--- config.mk ---
export PLATFORM = sky130hd
export DESIGN_NAME = lrutc_scan
export DESIGN_NICKNAME = d
export VERILOG_FILES = /design/src/rtl/lrutc_pkg.sv /design/src/rtl/lrutc_scan.sv
export SDC_FILE = /design/constraint.sdc
export NUM_CORES = 1
export LEC_CHECK = 0
export ABC_AREA = 1
export BUFFER_PORTS_ARGS = -buffer_cell sky130_fd_sc_hd__buf_2
export CORE_ASPECT_RATIO = 1.5
export CORE_UTILIZATION = 53
export CTS_CLUSTER_DIAMETER = 100
export DETAILED_ROUTE_END_ITERATION = 12
export PLACE_DENSITY = 0.95
export SYNTH_ARGS = -nofsm -noshare
export SYNTH_HDL_FRONTEND = slang
export SYNTH_SLANG_ARGS = --single-unit
--- constraint.sdc ---
create_clock -name clk -period 12.8 [get_ports clk]
set_input_delay 3.84 -clock clk [delete_from_list [all_inputs] [get_ports clk]]
set_output_delay 3.84 -clock clk [all_outputs]
set_load 0.02 [all_outputs]
--- src/rtl/lrutc_pkg.sv ---
package lrutc_pkg;

    localparam int CACHE_ENTRIES_DEF = 512;
    localparam int STAMP_BITS_DEF    = 32;

    localparam int ID_W   = 16;
    localparam int KEY_W  = 2 * ID_W;
    localparam int SLOT_W = 9;

    typedef enum logic [1:0] {
        ST_HIT      = 2'd0,
        ST_MISS     = 2'd1,
        ST_INSERTED = 2'd2,
        ST_DISABLED = 2'd3
    } status_t;

    typedef enum logic {
        CMD_LOOKUP = 1'b0,
        CMD_INSERT = 1'b1
    } command_t;

    typedef enum logic [1:0] {
        S_IDLE,
        S_SCAN,
        S_UPDATE,
        S_DONE
    } seq_state_t;

    // control from the sequencer to the compare unit
    typedef struct packed {
        logic start;
        logic vld;
    } scan_ctl_t;

endpackage

--- src/rtl/lrutc_scan.sv ---
module lrutc_scan
    import lrutc_pkg::*;
#(
    parameter int CACHE_ENTRIES = CACHE_ENTRIES_DEF,
    parameter int STAMP_BITS    = STAMP_BITS_DEF,
    localparam int IDX_W        = $clog2(CACHE_ENTRIES)
)(
    input  logic                  clk,
    input  logic                  rst_n,
    input  scan_ctl_t             ctl,
    input  logic [KEY_W-1:0]      req_key,
    input  logic [IDX_W-1:0]      rd_idx,
    input  logic [KEY_W-1:0]      rd_key,
    input  logic [STAMP_BITS-1:0] rd_stamp,
    output logic                  found,
    output logic [IDX_W-1:0]      found_idx,
    output logic [IDX_W-1:0]      min_idx,
    output logic [KEY_W-1:0]      min_key
);

    logic                  found_reg, found_next;
    logic                  have_min_reg, have_min_next;
    logic [IDX_W-1:0]      found_idx_reg, found_idx_next;
    logic [IDX_W-1:0]      min_idx_reg, min_idx_next;
    logic [KEY_W-1:0]      min_key_reg, min_key_next;
    logic [STAMP_BITS-1:0] min_stamp_reg, min_stamp_next;

    always_comb
    begin
        found_next     = found_reg;
        have_min_next  = have_min_reg;
        found_idx_next = found_idx_reg;
        min_idx_next   = min_idx_reg;
        min_key_next   = min_key_reg;
        min_stamp_next = min_stamp_reg;
        if (ctl.start)
        begin
            found_next    = 1'b0;
            have_min_next = 1'b0;
        end
        else if (ctl.vld)
        begin
            // keep the first match only
            if (!found_reg && rd_key == req_key)
            begin
                found_next     = 1'b1;
                found_idx_next = rd_idx;
            end
            // strict less: ties keep the lower slot
            if (!have_min_reg || rd_stamp < min_stamp_reg)
            begin
                have_min_next  = 1'b1;
                min_idx_next   = rd_idx;
                min_key_next   = rd_key;
                min_stamp_next = rd_stamp;
            end
        end
    end

    always_ff @(posedge clk or negedge rst_n)
    begin
        if (!rst_n)
        begin
            found_reg    <= 1'b0;
            have_min_reg <= 1'b0;
        end
        else
        begin
            found_reg    <= found_next;
            have_min_reg <= have_min_next;
        end
    end

    always_ff @(posedge clk)
    begin
        found_idx_reg <= found_idx_next;
        min_idx_reg   <= min_idx_next;
        min_key_reg   <= min_key_next;
        min_stamp_reg <= min_stamp_next;
    end

    assign found     = found_reg;
    assign found_idx = found_idx_reg;
    assign min_idx   = min_idx_reg;
    assign min_key   = min_key_reg;

endmodule

==> impl_metrics.csv <==
group,metric,value,unit
power,clkPwrFrac,0.338,
detailed_routing,dr.pass1.iters,4,
logic_synthesis,synth.most_common_cell,"edfxtp_1",
detailed_routing,drc_errors,0,
layout,syn_to_final_growth,28.4,%
detailed_routing,vias,3321,
sta,rsz0062_at_grt,"false",
layout,multiInputGateArea,1270,sq um
cts,post_cts_resized,0,
grt,grt_max_degree,46,
power,total_power,0.610,mW
grt,grt_pass1_wl,15000,um
die,rows,38,
grt,overflow,0,
sta,setup_violations,0,
critical_path,timing.rr.start,"min_stamp_reg[11]",
worst_hold_path,hold_path.class,"register to register",
placement,gp_congestion,0.891,
detailed_routing,drt-vias-per-instance,5.14,
detailed_routing,routed_wl,10000,um
layout,drive_above_1_share,0.344,
power,p_sw_frac,0.249,
logic_synthesis,synth_warnings,0,
grt,grt_pass1_vias,3477,
sta,fmax,157,MHz
critical_path,cp-end-kind,"register",
cts,clock_path_buffers,2,
logic_synthesis,post-synth-top-area-fraction,0.606,
power,p_seq_frac,0.522,
power,combPwrFrac,0.140,
placement,dp_cells,630,
logic_synthesis,synth_commonest_cells,"edfxtp_1 (82), inv_1 (75), nand2_1 (74)",
layout,nNetsFinal,681,
cts,cts_buffers,9,
layout,antenna_cells,0,
worst_hold_path,min_from,"have_min_reg",
critical_path,cpMostUsedCell,"nand2_1",
power,power.switching,0.152,mW
logic_synthesis,syn_area_per_cell,11.0,sq um
sta,maxSlewViolCount,0,
run_status,outcome,"complete, no violations",
placement,port_buffers,159,
layout,final_cell_count_no_fill,646,
die,die_x,73.5,um
critical_path,crit_slowest_cell,"a21oi_4",
grt,grtUsageTotal,0.257,
logic_synthesis,yosys-top-cells-area,"edfxtp_1 (61%), ha_1 (9.5%), inv_1 (6.9%)",
sta,tightestPinTransition,0.896,ns
critical_path,cp.arrival,6.36,ns
power,p_int,0.458,mW
critical_path,crit_buf_inv,2,
power,p_per_area,117,nW/um^2
sta,finalHoldViolations,0,
layout,regArea,2510,sq um
layout,fin_util,0.713,
layout,num-fill-cells,492,
critical_path,critPathLaunchType,"primary input",
detailed_routing,ant_nets,0,
detailed_routing,wl_per_cell,15.5,um
sta,relSlewSlack,0.402,
logic_synthesis,synth_cells,370,
die,core,7320,sq um
flow_run,drv_cap,0,
critical_path,startpoint,"rd_stamp[11]",
logic_synthesis,synth.distinct_cells,23,
sta,hold-worst-slack,0.566,ns
logic_synthesis,yosysTopAreaCell,"edfxtp_1",
die,die_area,8030,sq um
critical_path,cp.required,12.79,ns
logic_synthesis,async_reset_ff_frac,0.0238,
die,io_pins,160,
cts,clk_pin_slew_worst_paths,0.09,ns
critical_path,critPathTopFamily,"compound AO/OA/AOI/OAI gates",
critical_path,path_class,"primary input to register",
critical_path,worstPathCellList,"buf_2 > ha_1 > a21oi_1 > o21ai_0 > a21oi_1 > nand2_1 > nand2_1 > nand2_1 > a21oi_4 > buf_4",
sta,fin_crit_sh,0.497,
power,irDropWorstVdd,0.0000995,V
critical_path,critPathMaxStageDelay,0.72,ns
sta,min_period,6.36,ns
logic_synthesis,syn_nets,510,
logic_synthesis,synth_seq_cells,84,
cts,cts_root_buf,"clkbuf_8",
logic_synthesis,yosysSeqAreaShare,0.618,
die,die_height,109,um
power,p_leak,2.54,nW
logic_synthesis,synth_top_flop_cell,"edfxtp_1",
cts,post-cts-setup-buffer-count,0,
sta,fin_setup_tns,0,ns
placement,hpwl,7860,um
detailed_routing,drtIter0Drc,166,
cts,cts_tree,"yes",
cts,cts_hold_buffers,0,
cts,worstSkewPairLatency,0.36,ns
critical_path,cp_max_fo,45,
die,initial_core_util,0.555,
cts,cts-htree-levels,3,
cts,cts_sinks,84,
logic_synthesis,netlist_area,4070,sq um
sta,finalClockSkew,0.00809,ns
logic_synthesis,synth_edf_count,82,
grt,antenna_found_initial,0,
-- metrics by stage --
step	setup slack (ns)	cell area, sq um
after floorplan	4.09	4070
after global placement	6.20	5000
after detailed placement	6.01	5000
after CTS	6.40	5220
after global routing	6.26	5220
final	6.44	5220
-- power by group through the flow --
stage / clock, mW / combinational (mW) / sequential, mW
after floorplan: 0 / 0.0363 / 0.333
after global placement: 0 / 0.0791 / 0.324
after detailed placement: 0 / 0.0841 / 0.325
after CTS: 0.209 / 0.0849 / 0.318
after global routing: 0.218 / 0.0941 / 0.319
final: 0.206 / 0.0853 / 0.318
-- path summary, 6_finish.rpt --
path	to	slack, ns	depth (start not counted)
max reg2reg	min_stamp_reg[25]	9.67	10
min reg2reg	have_min_reg	0.57	2
max in group asynchronous	found	9.46	1
min in group asynchronous	have_min_reg	3.25	1
max	min_stamp_reg[25]	6.44	10
min	have_min_reg	0.57	2
-- cell usage in the layout (no fill, tap or decap) --
cell type  instances
a21oi_1           14
a21oi_4            1
and3_1             1
buf_2            159
buf_4              1
bufinv_16          2
clkbuf_8           9
clkinv_1           3
clkinv_2           2
clkinv_4           2
dfrtp_1            2
edfxtp_1          82
ha_1              31
inv_1             75
nand2_1           74
nand3_1           12
nand3b_1           1
nand4_1           16
nor2_1            20
nor3_1             5
nor4_1             3
nor4_2             2
nor4b_1            1
o21ai_0            6
o21ai_1            1
or2_1              1
or2_2              8
or2_4              2
xnor2_1            7
xor2_1             3
-- final cells by class --
class | count | area share
flip-flops and latches | 84 | 0.481
multi-input cells | 209 | 0.244
repair buffers | 160 | 0.154
inverters | 77 | 0.0554
well taps | 100 | 0.0240
clock buffers | 9 | 0.0237
clock inverters | 7 | 0.0175
-- layer usage --
metal	wire length, um	up-vias	track usage
li1	-	1586	-
met1	3470	1499	0.250
met2	5330	193	0.471
met3	803	43	0.0564
met4	422	0	0.174
met5	0	-	0
-- worst reg2reg max path, stage by stage, from the launching register on --
cell and delay (ns):
edfxtp_1 0.36, inv_1 0.07, ha_1 0.24, a21oi_1 0.18, o21ai_0 0.12, a21oi_1 0.19
nand2_1 0.08, nand2_1 0.06, nand2_1 0.09, a21oi_4 0.72, buf_4 0.65
-- logic make-up (layout without fill, tap and decap cells) --
logic type,Yosys count,after routing,share of synthesized area
simple gates,146,146,0.167
flops,84,84,0.618
buf+inv,77,253,0.0711
fa+ha+maj,31,31,0.0954
compound gates,22,22,0.0271
xor+xnor,10,10,0.0215
Power figures use the tool's default switching activity.
